<file path="src/rtl/tfd_pkg.sv">
`default_nettype none
// ----------------------------------------------------------------------------
// tfd_pkg: shared types and constants for the thermal fan duty block
// Duty constants, register indexes, controller states and divider handoff.
// ----------------------------------------------------------------------------
package tfd_pkg;

  localparam int unsigned TEMP_W  = 8;
  localparam int unsigned TIME_W  = 32;
  localparam int unsigned RPM_W   = 16;
  localparam int unsigned PCT_W   = 7;
  localparam int unsigned QUO_W   = 7;   // quotient stays below the 80 percent span
  localparam int unsigned NUM_W   = 15;  // 80 * 255 fits in 15 bits

  localparam logic [TIME_W-1:0] STALE_MS   = 32'd30;
  localparam logic [TIME_W-1:0] STALL_MS   = 32'd2000;
  localparam logic [PCT_W-1:0]  FULL_DUTY  = 7'd100;
  localparam logic [PCT_W-1:0]  FLOOR_DUTY = 7'd20;

  // input action codes
  localparam logic ACT_REPORT = 1'b0;
  localparam logic ACT_TICK   = 1'b1;

  // configuration register indexes
  localparam logic [1:0] CFG_ACTIVE_MASK = 2'd0;
  localparam logic [1:0] CFG_START_THR   = 2'd1;
  localparam logic [1:0] CFG_FULL_THR    = 2'd2;

  typedef enum logic [3:0] {
    S_IDLE = 4'b0001,
    S_SCAN = 4'b0010,
    S_DIV  = 4'b0100,
    S_DONE = 4'b1000
  } state_t;

  typedef struct packed {
    logic              online;
    logic [TEMP_W-1:0] temp;
    logic [TIME_W-1:0] fb_time;
  } mem_word_t;

  typedef struct packed {
    logic             done;
    logic [QUO_W-1:0] quo;
  } div_res_t;

endpackage
`default_nettype wire

</file>
<file path="src/rtl/tfd_div.sv">
`default_nettype none
// ----------------------------------------------------------------------------
// tfd_div: restoring divider for the duty ramp
// One quotient bit per cycle; done pulses with the quotient after QUO_W steps.
// ----------------------------------------------------------------------------
module tfd_div (
  input  wire logic                      clk,
  input  wire logic                      rst_n,
  input  wire logic                      start,
  input  wire logic [tfd_pkg::NUM_W-1:0] num,
  input  wire logic [tfd_pkg::TEMP_W-1:0] den,
  output tfd_pkg::div_res_t              res
);

  localparam int unsigned CNT_W = $clog2(tfd_pkg::QUO_W);

  logic                      busy_r;
  logic                      done_r;
  logic [CNT_W-1:0]          cnt_r;
  logic [tfd_pkg::NUM_W-1:0] rem_r;
  logic [tfd_pkg::NUM_W-1:0] dsh_r;
  logic [tfd_pkg::QUO_W-1:0] quo_r;
  logic                      ge;

  assign ge = (rem_r >= dsh_r);

  always_ff @(posedge clk) begin
    if (!rst_n) begin
      busy_r <= 1'b0;
      done_r <= 1'b0;
    end else begin
      done_r <= 1'b0;
      if (start) begin
        busy_r <= 1'b1;
      end else if (busy_r && cnt_r == '0) begin
        busy_r <= 1'b0;
        done_r <= 1'b1;
      end
    end
  end

  always_ff @(posedge clk) begin
    if (start) begin
      rem_r <= num;
      // divisor aligned to the top quotient bit
      dsh_r <= tfd_pkg::NUM_W'({den, {(tfd_pkg::QUO_W-1){1'b0}}});
      cnt_r <= CNT_W'(tfd_pkg::QUO_W - 1);
      quo_r <= '0;
    end else if (busy_r) begin
      if (ge) begin
        rem_r <= rem_r - dsh_r;
      end
      dsh_r <= dsh_r >> 1;
      quo_r <= {quo_r[tfd_pkg::QUO_W-2:0], ge};
      cnt_r <= cnt_r - 1'b1;
    end
  end

  assign res.done = done_r;
  assign res.quo  = quo_r;

endmodule
`default_nettype wire

</file>
<file path="src/rtl/thermal_fan_duty_with_stall_detect.sv">
`default_nettype none
// ----------------------------------------------------------------------------
// thermal_fan_duty_with_stall_detect: fan duty from servo temperatures
// Report beat: writes the servo table, no result; back to back ok.
// Tick beat: scans the table, runs the divider, then presents one result;
//   one tick in flight, the input stalls until the result is registered.
// Reset (synchronous, rst_n low): table valid bits, stall timer, config regs
// (mask 0, thresholds 40 and 70) and output valid are cleared.
// ----------------------------------------------------------------------------
module thermal_fan_duty_with_stall_detect #(
  parameter int unsigned SERVO_COUNT = 8
) (
  input  wire logic        clk,
  input  wire logic        rst_n,
  // configuration
  input  wire logic        cfg_we,
  input  wire logic [1:0]  cfg_index,
  input  wire logic [7:0]  cfg_wdata,
  // input beats
  input  wire logic        in_valid,
  output logic             in_stall,
  input  wire logic        in_action,
  input  wire logic [2:0]  in_servo_index,
  input  wire logic        in_servo_online,
  input  wire logic [7:0]  in_servo_temp_c,
  input  wire logic [31:0] in_time_ms,
  input  wire logic        in_override_enable,
  input  wire logic [6:0]  in_override_percent,
  input  wire logic [15:0] in_tach_rpm,
  // result beats
  output logic             out_valid,
  input  wire logic        out_stall,
  output logic [6:0]       out_duty_percent,
  output logic             out_fan_stalled,
  output logic [15:0]      out_fan_rpm
);

  // Mask has 8 bits and the index 3, so only the first 8 servos ever matter.
  localparam int unsigned TBL_DEPTH = (SERVO_COUNT < 8) ? SERVO_COUNT : 8;
  localparam int unsigned TBL_AW    = (TBL_DEPTH > 1) ? $clog2(TBL_DEPTH) : 1;
  localparam logic [TBL_AW-1:0] TBL_LAST = TBL_AW'(TBL_DEPTH - 1);

  tfd_pkg::state_t state_r;

  // config registers
  logic [7:0] active_mask_r;
  logic [7:0] start_thr_r;
  logic [7:0] full_thr_r;

  // servo table: one synchronous memory plus per-entry valid bits
  tfd_pkg::mem_word_t mem [TBL_DEPTH];
  logic [TBL_DEPTH-1:0] vld_r;
  tfd_pkg::mem_word_t   rd_word_r;
  logic                 rd_ok_r;

  // scan control
  logic              issue_r;
  logic [TBL_AW-1:0] rd_addr_r;
  logic              rd_pend_r;
  logic [TBL_AW-1:0] rd_idx_r;

  // tick context and scan results
  logic [31:0] now_r;
  logic        ovr_en_r;
  logic [6:0]  ovr_pct_r;
  logic [15:0] rpm_r;
  logic [7:0]  hottest_r;
  logic        stale_r;

  logic        div_start_r;
  tfd_pkg::div_res_t div_res;
  logic [tfd_pkg::QUO_W-1:0] quo_r;

  logic [31:0] stall_start_r;

  logic out_valid_r;
  logic [6:0]  out_duty_r;
  logic        out_stalled_r;
  logic [15:0] out_rpm_r;

  logic in_acc;
  logic wr_en;
  logic rd_mask;
  logic rd_online;
  logic [31:0] rd_age;
  logic [7:0]  ramp_diff;
  logic [tfd_pkg::NUM_W-1:0] ramp_num;
  logic [7:0]  ramp_den;
  logic [6:0]  base_duty;
  logic [6:0]  ovr_sat;
  logic [6:0]  duty;
  logic        out_free;
  logic [31:0] stall_age;
  logic        stall_flag_nxt;
  logic [31:0] stall_start_nxt;

  assign in_stall = (state_r != tfd_pkg::S_IDLE);
  assign in_acc   = in_valid && !in_stall;
  assign wr_en    = in_acc && (in_action == tfd_pkg::ACT_REPORT)
                    && ({1'b0, in_servo_index} < 4'(TBL_DEPTH));

  // ---- config port ---------------------------------------------------------
  always_ff @(posedge clk) begin
    if (!rst_n) begin
      active_mask_r <= 8'd0;
      start_thr_r   <= 8'd40;
      full_thr_r    <= 8'd70;
    end else if (cfg_we) begin
      case (cfg_index)
        tfd_pkg::CFG_ACTIVE_MASK: active_mask_r <= cfg_wdata;
        tfd_pkg::CFG_START_THR:   start_thr_r   <= cfg_wdata;
        tfd_pkg::CFG_FULL_THR:    full_thr_r    <= cfg_wdata;
        default: ;
      endcase
    end
  end

  // ---- servo table ---------------------------------------------------------
  // Writes happen only in IDLE and read data is used only in SCAN, so a used
  // read never races a write to the same entry.
  always_ff @(posedge clk) begin
    if (wr_en) begin
      mem[in_servo_index[TBL_AW-1:0]] <= '{online:  in_servo_online,
                                           temp:    in_servo_temp_c,
                                           fb_time: in_time_ms};
    end
    rd_word_r <= mem[rd_addr_r];
  end

  always_ff @(posedge clk) begin
    if (!rst_n) begin
      vld_r   <= '0;
      rd_ok_r <= 1'b0;
    end else begin
      if (wr_en) begin
        vld_r[in_servo_index[TBL_AW-1:0]] <= 1'b1;
      end
      rd_ok_r <= vld_r[rd_addr_r];
    end
  end

  // ---- scan datapath -------------------------------------------------------
  // A never-written entry reads as offline, which is what reset leaves.
  assign rd_mask   = active_mask_r[3'(rd_idx_r)];
  assign rd_online = rd_ok_r && rd_word_r.online;
  assign rd_age    = now_r - rd_word_r.fb_time;

  always_ff @(posedge clk) begin
    if (in_acc && in_action == tfd_pkg::ACT_TICK) begin
      now_r     <= in_time_ms;
      ovr_en_r  <= in_override_enable;
      ovr_pct_r <= in_override_percent;
      rpm_r     <= in_tach_rpm;
      hottest_r <= 8'd0;
      stale_r   <= 1'b0;
    end else if (state_r == tfd_pkg::S_SCAN && rd_pend_r && rd_mask) begin
      if (!rd_online || rd_age > tfd_pkg::STALE_MS) begin
        stale_r <= 1'b1;
      end else if (rd_word_r.temp > hottest_r) begin
        hottest_r <= rd_word_r.temp;
      end
    end
    if (div_res.done) begin
      quo_r <= div_res.quo;
    end
    rd_idx_r <= rd_addr_r;
  end

  // ramp: 80 * (hottest - start) / (full - start), used only when in range
  assign ramp_diff = hottest_r - start_thr_r;
  assign ramp_num  = {1'b0, ramp_diff, 6'd0} + {3'd0, ramp_diff, 4'd0};
  assign ramp_den  = full_thr_r - start_thr_r;

  tfd_div u_div (
    .clk   (clk),
    .rst_n (rst_n),
    .start (div_start_r),
    .num   (ramp_num),
    .den   (ramp_den),
    .res   (div_res)
  );

  // ---- result and stall timer ----------------------------------------------
  always_comb begin
    if (stale_r || hottest_r >= full_thr_r) begin
      base_duty = tfd_pkg::FULL_DUTY;
    end else if (hottest_r <= start_thr_r) begin
      base_duty = tfd_pkg::FLOOR_DUTY;
    end else begin
      base_duty = tfd_pkg::FLOOR_DUTY + quo_r;
    end
    ovr_sat = (ovr_pct_r > tfd_pkg::FULL_DUTY) ? tfd_pkg::FULL_DUTY : ovr_pct_r;
    duty    = (ovr_en_r && ovr_sat > base_duty) ? ovr_sat : base_duty;

    stall_age = now_r - stall_start_r;
    if (duty < tfd_pkg::FLOOR_DUTY || rpm_r != 16'd0) begin
      stall_start_nxt = 32'd0;
      stall_flag_nxt  = 1'b0;
    end else if (stall_start_r == 32'd0) begin
      // zero start time is the idle marker
      stall_start_nxt = now_r;
      stall_flag_nxt  = 1'b0;
    end else begin
      stall_start_nxt = stall_start_r;
      stall_flag_nxt  = (stall_age >= tfd_pkg::STALL_MS);
    end
  end

  assign out_free = !out_valid_r || !out_stall;

  // ---- control -------------------------------------------------------------
  always_ff @(posedge clk) begin
    if (!rst_n) begin
      state_r       <= tfd_pkg::S_IDLE;
      issue_r       <= 1'b0;
      rd_addr_r     <= '0;
      rd_pend_r     <= 1'b0;
      div_start_r   <= 1'b0;
      stall_start_r <= 32'd0;
      out_valid_r   <= 1'b0;
    end else begin
      div_start_r <= 1'b0;
      if (out_valid_r && !out_stall) begin
        out_valid_r <= 1'b0;
      end
      case (state_r)
        tfd_pkg::S_IDLE: begin
          rd_pend_r <= 1'b0;
          if (in_acc && in_action == tfd_pkg::ACT_TICK) begin
            state_r   <= tfd_pkg::S_SCAN;
            issue_r   <= 1'b1;
            rd_addr_r <= '0;
          end
        end
        tfd_pkg::S_SCAN: begin
          rd_pend_r <= issue_r;
          if (issue_r) begin
            if (rd_addr_r == TBL_LAST) begin
              issue_r <= 1'b0;
            end else begin
              rd_addr_r <= rd_addr_r + 1'b1;
            end
          end
          if (rd_pend_r && rd_idx_r == TBL_LAST) begin
            state_r     <= tfd_pkg::S_DIV;
            div_start_r <= 1'b1;
          end
        end
        tfd_pkg::S_DIV: begin
          rd_pend_r <= 1'b0;
          if (div_res.done) begin
            state_r <= tfd_pkg::S_DONE;
          end
        end
        tfd_pkg::S_DONE: begin
          if (out_free) begin
            out_valid_r   <= 1'b1;
            stall_start_r <= stall_start_nxt;
            state_r       <= tfd_pkg::S_IDLE;
          end
        end
        default: begin
          state_r <= tfd_pkg::S_IDLE;
        end
      endcase
    end
  end

  always_ff @(posedge clk) begin
    if (state_r == tfd_pkg::S_DONE && out_free) begin
      out_duty_r    <= duty;
      out_stalled_r <= stall_flag_nxt;
      out_rpm_r     <= rpm_r;
    end
  end

  assign out_valid        = out_valid_r;
  assign out_duty_percent = out_duty_r;
  assign out_fan_stalled  = out_stalled_r;
  assign out_fan_rpm      = out_rpm_r;

  // ---- assertions ----------------------------------------------------------
  a_out_from_done: assert property (@(posedge clk) disable iff (!rst_n)
    $rose(out_valid_r) |-> $past(state_r == tfd_pkg::S_DONE))
    else $error("result beat raised outside the finish state");

  a_duty_range: assert property (@(posedge clk) disable iff (!rst_n)
    out_valid_r |-> (out_duty_r >= tfd_pkg::FLOOR_DUTY &&
                     out_duty_r <= tfd_pkg::FULL_DUTY))
    else $error("duty outside the 20..100 range");

  a_div_in_state: assert property (@(posedge clk) disable iff (!rst_n)
    div_res.done |-> (state_r == tfd_pkg::S_DIV))
    else $error("divider finished outside the divide state");

  a_stall_zero_rpm: assert property (@(posedge clk) disable iff (!rst_n)
    (out_valid_r && out_stalled_r) |-> (out_rpm_r == 16'd0))
    else $error("stall flagged with a nonzero tach reading");

endmodule
`default_nettype wire

</file>
<file path="config.mk">
export PLATFORM = sky130hd
export DESIGN_NAME = thermal_fan_duty_with_stall_detect
export DESIGN_NICKNAME = d
export VERILOG_FILES = /design/src/rtl/tfd_pkg.sv /design/src/rtl/tfd_div.sv /design/src/rtl/thermal_fan_duty_with_stall_detect.sv
export SDC_FILE = /design/constraint.sdc
export NUM_CORES = 1
export LEC_CHECK = 0
export ABC_CLOCK_PERIOD_IN_PS = 4390
export BUFFER_PORTS_ARGS = -buffer_cell sky130_fd_sc_hd__clkbuf_2
export CAP_MARGIN = 25
export CORE_MARGIN = 2
export CORE_UTILIZATION = 45
export DETAILED_ROUTE_END_ITERATION = 12
export PLACE_DENSITY_LB_ADDON = 0.08
export SYNTH_ARGS = -nofsm -noshare
export SYNTH_HDL_FRONTEND = slang
export SYNTH_SLANG_ARGS = --single-unit
</file>
<file path="constraint.sdc">
create_clock -name clk -period 4.39 [get_ports clk]
set_input_delay 0.2195 -clock clk [delete_from_list [all_inputs] [get_ports clk]]
set_output_delay 0.2195 -clock clk [all_outputs]
set_load 0.005 [all_outputs]
</file>
After elaboration in Yosys (flattened, before gate mapping)
Memories as Yosys holds them, arrays and structs flattened. A register that Yosys moved wholly into a read port is not among the register bits.
Index checks and enable logic that the tools add are counted.
{"block": "op_classes", "addsub": 9, "magnitude_cmp": 13, "eq_ne": 15, "muxes": 40, "bitwise_logic": 4, "n_reduce_logical": 44}
{"op": "two-way mux 32 bit", "count": 2}
{"op": "subtractor 32 bit", "count": 2}
{"op": "two-way mux 15 bit", "count": 3}
{"op": ">= comparator 32 x 11 -> 1 bit (second input constant)", "count": 1}
{"op": "greater-than comparator 32 x 5 -> 1 bit (second input constant)", "count": 1}
{"op": "logical NOT 32 bit", "count": 1}
{"op": "two-way mux 14 bit", "count": 2}
{"op": "two-way mux 7 bit", "count": 4}
{"op": "two-way mux 4 bit", "count": 4}
{"op": "one-hot mux 4 bit (4 select lines)", "count": 1}
{"op": "nonzero test 16 bit", "count": 1}
{"op": "subtractor 8 bit", "count": 2}
{"op": "adder 14 x 12 -> 15 bit", "count": 1}
{"op": ">= comparator 15 x 14 -> 1 bit", "count": 1}
{"op": "two-way mux 1 bit", "count": 15}
{"op": "subtractor 15 x 14 -> 15 bit", "count": 1}
{"op": "AND reduction 2 bit", "count": 7}
{"op": "logical AND 1 bit", "count": 12}
{"op": "< comparator 3 x 4 -> 1 bit (second input constant)", "count": 3}
{"op": "nonzero test 2 bit", "count": 6}
{"op": "two-way mux 3 bit", "count": 3}
{"op": ">= comparator 8 bit", "count": 1}
{"op": "greater-than comparator 8 bit", "count": 1}
{"op": "<= comparator 8 bit", "count": 1}
{"op": "other kinds (30)", "count": 49}
{"block": "totals", "reg_bits": 216, "mem_bits_rw": 328, "wordCells": 156, "memories": 1}
{"name": "mem", "words": 8, "width": 41, "rd": 1, "rd_ports_with_merged_regs": 1, "write_ports": 1, "line": "thermal_fan_duty_with_stall_detect.sv:51", "source": "tfd_pkg::mem_word_t mem [TBL_DEPTH];"}

Logic depth before layout (Yosys ltp)
{"block": "logic_depth", "ltp_word": 10, "depth_mapped": 22}

Hierarchy
A second synthesis with hierarchy kept.
{"block": "hier_totals", "hier_cells": 2111, "area_unflattened_um2": 27825.4}
{"mod": "thermal_fan_duty_with_stall_detect", "instances": 1, "cells_per_inst": 1860, "area_each_um2": 25410.6, "seq_area_each_um2": 15044.4}
{"mod": "tfd_div", "instances": 1, "cells_per_inst": 251, "area_each_um2": 2414.8, "seq_area_each_um2": 1051.0}

Least setup slack after synthesis
No wires, ideal clock.
{"block": "synth_path", "path_kind": "register to register", "startpoint": "reg state_r[1]", "endpoint": "mem mem[0][0] in the netlist's numbering, enable pin", "setup_ns": 0.493, "arrival_ns": 4.376, "required_ns": 3.897, "setup_slack_ns": -0.479, "path_stages_with_launch": 5, "path_buffers": 0, "synth_period_minus_slack_ns": 4.869, "path_cell_list": "dfxtp_1 -> nor4b_1 -> nand2_1 -> or3_1 -> nor3_1"}
{"block": "synth_via", "elab_chain_len": 6}
{"element": "start: declaration", "line": "thermal_fan_duty_with_stall_detect.sv:43", "source": "tfd_pkg::state_t state_r;"}
{"element": "start signal: assignment", "line": "thermal_fan_duty_with_stall_detect.sv:214", "source": "state_r <= tfd_pkg::S_IDLE;"}
{"element": "start signal: assignment", "line": "thermal_fan_duty_with_stall_detect.sv:230", "source": "state_r <= tfd_pkg::S_SCAN;"}
{"element": "start signal: assignment", "line": "thermal_fan_duty_with_stall_detect.sv:245", "source": "state_r <= tfd_pkg::S_DIV;"}
{"element": "inequality test 4 x 1 -> 1 bit", "line": "thermal_fan_duty_with_stall_detect.sv:97", "source": "assign in_stall = (state_r != tfd_pkg::S_IDLE);"}
{"element": "logical NOT 1 bit", "line": "thermal_fan_duty_with_stall_detect.sv:98", "source": "assign in_acc = in_valid && !in_stall;"}
{"element": "logical AND 1 bit", "line": "thermal_fan_duty_with_stall_detect.sv:98"}
{"element": "logical AND 1 bit", "line": "thermal_fan_duty_with_stall_detect.sv:99", "source": "assign wr_en = in_acc && (in_action == tfd_pkg::ACT_REPORT)"}
{"element": "two-way mux 1 bit", "line": "thermal_fan_duty_with_stall_detect.sv:122", "source": "if (wr_en) begin"}
{"element": "two-way mux 1 bit (not written as such)", "line": "thermal_fan_duty_with_stall_detect.sv:123", "source": "mem[in_servo_index[TBL_AW-1:0]] <= '{online: in_servo_online,"}
{"element": "end: declaration", "line": "thermal_fan_duty_with_stall_detect.sv:51"}
Every way passes these cells.

Worst setup path in the final report
{"block": "layout_path", "startpoint": "reg start_thr_r[0]", "endpoint": "reg stall_start_r[1]"}
{"block": "layout_via", "elab_chain_len": 10, "elab_cells_between_ends": 11}
{"element": "start: declaration", "line": "thermal_fan_duty_with_stall_detect.sv:47", "source": "logic [7:0] start_thr_r;"}
{"element": "start signal: assignment", "line": "thermal_fan_duty_with_stall_detect.sv:111", "source": "tfd_pkg::CFG_START_THR: start_thr_r <= cfg_wdata;"}
{"element": "<= comparator 8 bit (*)", "line": "thermal_fan_duty_with_stall_detect.sv:187", "source": "end else if (hottest_r <= start_thr_r) begin"}
{"element": "two-way mux 7 bit (*)", "line": "thermal_fan_duty_with_stall_detect.sv:187"}
{"element": "two-way mux 7 bit (*)", "line": "thermal_fan_duty_with_stall_detect.sv:185", "source": "if (stale_r || hottest_r >= full_thr_r) begin"}
{"element": "greater-than comparator 7 bit", "line": "thermal_fan_duty_with_stall_detect.sv:193", "source": "duty = (ovr_en_r && ovr_sat > base_duty) ? ovr_sat : base_duty;"}
{"element": "logical AND 1 bit", "line": "thermal_fan_duty_with_stall_detect.sv:193"}
{"element": "two-way mux 7 bit (*)", "line": "thermal_fan_duty_with_stall_detect.sv:193"}
{"element": "< comparator 7 x 5 -> 1 bit (*)", "line": "thermal_fan_duty_with_stall_detect.sv:196", "source": "if (duty < tfd_pkg::FLOOR_DUTY || rpm_r != 16'd0) begin"}
{"element": "logical OR 1 bit (*)", "line": "thermal_fan_duty_with_stall_detect.sv:196"}
{"element": "nonzero test 2 bit (no source line)"}
{"element": "AND reduction 3 bit (no source line)"}
{"element": "end signal: assignment", "line": "thermal_fan_duty_with_stall_detect.sv:258", "source": "stall_start_r <= stall_start_nxt;"}
{"element": "end: declaration", "line": "thermal_fan_duty_with_stall_detect.sv:74", "source": "logic [31:0] stall_start_r;"}
Mark *: on every way between the ends. The rest lies on a longest branch, timed or not.
A chain may end at the register's enable or synchronous reset.

==> flow_summary_export.csv <==
group,metric,value,unit
logic_synthesis,synthTopCellsByArea,"edfxtp_1 48%, dfxtp_1 11%, mux4_2 7.1%, ha_1 5.7%, inv_1 2.1%",
floorplanning,die_w,251,um
logic_synthesis,async_flop_share,0,%
clocking,cts_buffers,66,
sta,finalCritPeriodShare,95.6,%
placement,place_congestion,0.883,
drt,remaining_drc_errors,0,
sta,max-slew-margin-rel,28.1,%
placement,numPortBuffers,109,
pwr,p_sw_share,24.2,%
drt,vias,17900,
floorplanning,core_area,60400,um^2
clocking,clk_pin_slew,0.06,ns
drt,wl_per_cell,20.6,um
drt,ant_nets,0,
layout,final_area,32600,um^2
logic_synthesis,synth_cell_types,86,
clocking,clock_sinks,585,
hold_path,whs_path_depth,2,
critical_path,r2r_setup_slack,0.20,ns
critical_path,reg2reg_depth,22,
placement,hpwl,43.2,mm
pwr,p_comb_share,10.2,%
layout,areaGrowthSynthToFinish,18.6,%
clocking,cts_tree,"yes",
floorplanning,die_area,63100,um^2
logic_synthesis,synth.top_cell.area_share,47.8,%
pwr,clkPwrFrac,42.0,%
global_route,grt_max_degree,111,
clocking,clkLatencyLatePin,0.62,ns
logic_synthesis,synth_area,27500,um^2
critical_path,critPathCaptureType,"flip-flop",
drt,routed_wl,65.6,mm
logic_synthesis,avgSynthCellArea,13.0,um^2
logic_synthesis,synth.ff_latch_count,585,
sta,timing.hold.ws,0.123,ns
critical_path,crit_arrival,4.68,ns
global_route,grt_pass1_wl,102,mm
placement,dpl_cell_area,29300,um^2
global_route,gr-total-overflow,0,
logic_synthesis,synth_top_area_cell,"edfxtp_1",
layout,utilization,54.0,%
global_route,gr-usage-all-layers,20.9,%
clocking,clockBufferDepth,3,
sta,max_freq,238,MHz
critical_path,setup.worst_path.class,"reg2reg",
layout,nNetsFinal,2569,
pwr,total_power,13.0,mW
pwr,power.switching,3.15,mW
logic_synthesis,synth.yosys.seq_area_share,58.5,%
logic_synthesis,syn_inst,2118,
hold_path,hold_class,"in2reg",
drt,viasPerCell,5.62,
floorplanning,die_y,251,um
floorplanning,start_util,45.6,%
critical_path,cp_data_required_time,4.88,ns
layout,layout_common_cells,"438 x edfxtp_1, 149 x inv_1, 144 x dfxtp_1, 122 x ha_1, 114 x nand2_1",
pwr,pwr_density_cell,399,nW/um^2
sta,skew,0.0289,ns
floorplanning,num_rows,90,
sta,slew_viol_final,0,
logic_synthesis,syn-num-nets,2333,
pwr,leakagePower,11.8,nW
clocking,cts-root-buf,"clkbuf_16",
sta,setup_violations,0,
pwr,peakVddDrop,0.000305,V
logic_synthesis,synth-edff-count,438,
drt,drt-initial-drc-count,1176,
status,status,"finished clean",
critical_path,cp_max_fo,28,
run,drv_cap,0,
logic_synthesis,synth_flop_cell,"edfxtp_1",
logic_synthesis,yosysWarnings,0,
global_route,grt_pass1_vias,17900,
sta,tightest_slew,1.08,ns
pwr,internal_power,9.85,mW
critical_path,cp-start-kind,"flip-flop",
layout,final_common_cell,"edfxtp_1",
layout,drive_gt1_share,19.4,%
global_route,antenna_found_initial,1,
clocking,cts.htree.levels,3,
pwr,seqPwrFrac,47.8,%
sta,hold_viol,0,
drt,first_pass_iters,5,
sta,min_period,4.19,ns
floorplanning,ioPinCount,110,
-- what timing repair did --
item / in CTS / in global routing
hold buffers: 74 / 1
setup buffers: 3 / 3
endpoints found under the hold margin: 409 / 3
setup endpoints to repair: 33 / 34
resized for setup: 13 / 30
pin swaps: 8 / 17
gates cloned: 2 / 1
-- worst max-delay path, stage by stage, from the launching register on --
cell and delay, ns:
dfxtp_1 0.38, ha_4 0.15, inv_1 0.05, fa_2 0.33, a21o_1 0.17, a21oi_2 0.18, o221ai_2 0.15, and2_4 0.19
and3_4 0.16, nand2_2 0.08, ha_4 0.20, nor2b_1 0.13, o21a_1 0.21, o21bai_4 0.21, a31o_4 0.22, a41oi_4 0.15
a221oi_4 0.23, o31ai_2 0.10, buf_4 0.15, o21ai_4 0.21, buf_12 0.22, buf_4 0.14, o21ai_1 0.07
-- per-stage QoR --
stage	setup TNS, ns	setup WS, ns	instances
after global routing	-0.00546	-0.00421	3190
after CTS	0	0.00136	3183
after global placement	-1.24	-0.0893	2983
after floorplan	0	0.0416	2118
final	0	0.195	3190
after detailed placement	-4.60	-0.201	2983
-- metal layers --
metal / vias up / wire (um) / GRT usage [%]
li1: 8562 / - / -
met1: 8910 / 30700 / 29.7
met2: 374 / 30800 / 34.0
met3: 89 / 2780 / 3.21
met4: 0 / 1300 / 5.00
met5: - / 0 / 0
-- area by class of cell --
type	count	area [um^2]
fillers	5064	27800
flip-flops and latches	585	16100
multi-input cells	1297	10800
repair buffers	253	1980
clock buffers	96	1840
well taps	782	978
inverters	151	567
clock inverters	25	329
diodes	1	2.50
-- path summary, 6_finish.rpt --
| path | start | endpoint |
|---|---|---|
| hold reg to reg | u_div.quo_r[6] | quo_r[6] |
| hold / removal | in_servo_index[1] | mem[0][33] |
| setup reg to reg | start_thr_r[0] | stall_start_r[1] |
| setup / recovery | start_thr_r[0] | stall_start_r[1] |
-- kinds of logic (layout without fill, tap and decap cells) --
logic type,after synthesis,count (layout),synth area share (%)
AOI/OAI and AO/OA,414,414,9.79
xor gates and xnor gates,51,51,1.62
adders and majority gates,131,131,6.12
buffers and inverters,236,525,3.25
DFF,585,585,58.5
muxes,181,181,10.8
other,0,1,0
and+or+nand+nor,520,520,9.89
-- power by group through the flow --
stage | Clock [mW] | Sequential (mW) | Combinational [mW]
floorplan | 0 | 6.27 | 0.843
global placement | 0 | 6.32 | 1.20
detailed placement | 0 | 6.33 | 1.23
CTS | 5.58 | 6.21 | 1.30
global route | 5.81 | 6.23 | 1.47
finish | 5.46 | 6.22 | 1.32
-- flip-flops by register name, summed over array words and instances, names as in the netlist, 7 cells and up --
signal and count:
stall_start_r 32, rd_word_r 41, rpm_r 16, hottest_r 8, u_div.rem_r 15, now_r 32
mem 328, vld_r 8, ovr_pct_r 7, u_div.dsh_r 14, active_mask_r 8, out_fan_rpm 16
u_div.quo_r 7, out_duty_percent 7, start_thr_r 8, full_thr_r 8, quo_r 7
-- synthesized netlist by cell type, types with 35 or more instances --
| cell type | n |
|---|---|
| a21o_1 | 36 |
| a21oi_1 | 96 |
| clkbuf_1 | 68 |
| dfxtp_1 | 147 |
| edfxtp_1 | 438 |
| ha_1 | 125 |
| inv_1 | 151 |
| mux2_2 | 43 |
| mux2i_1 | 49 |
| mux4_2 | 87 |
| nand2_1 | 115 |
| nand3_1 | 100 |
| nor2_1 | 78 |
| nor2b_1 | 45 |
| o21ai_0 | 69 |
| o21ai_1 | 46 |
| xnor2_1 | 35 |
Note: power is estimated with default switching activity, not from simulation.
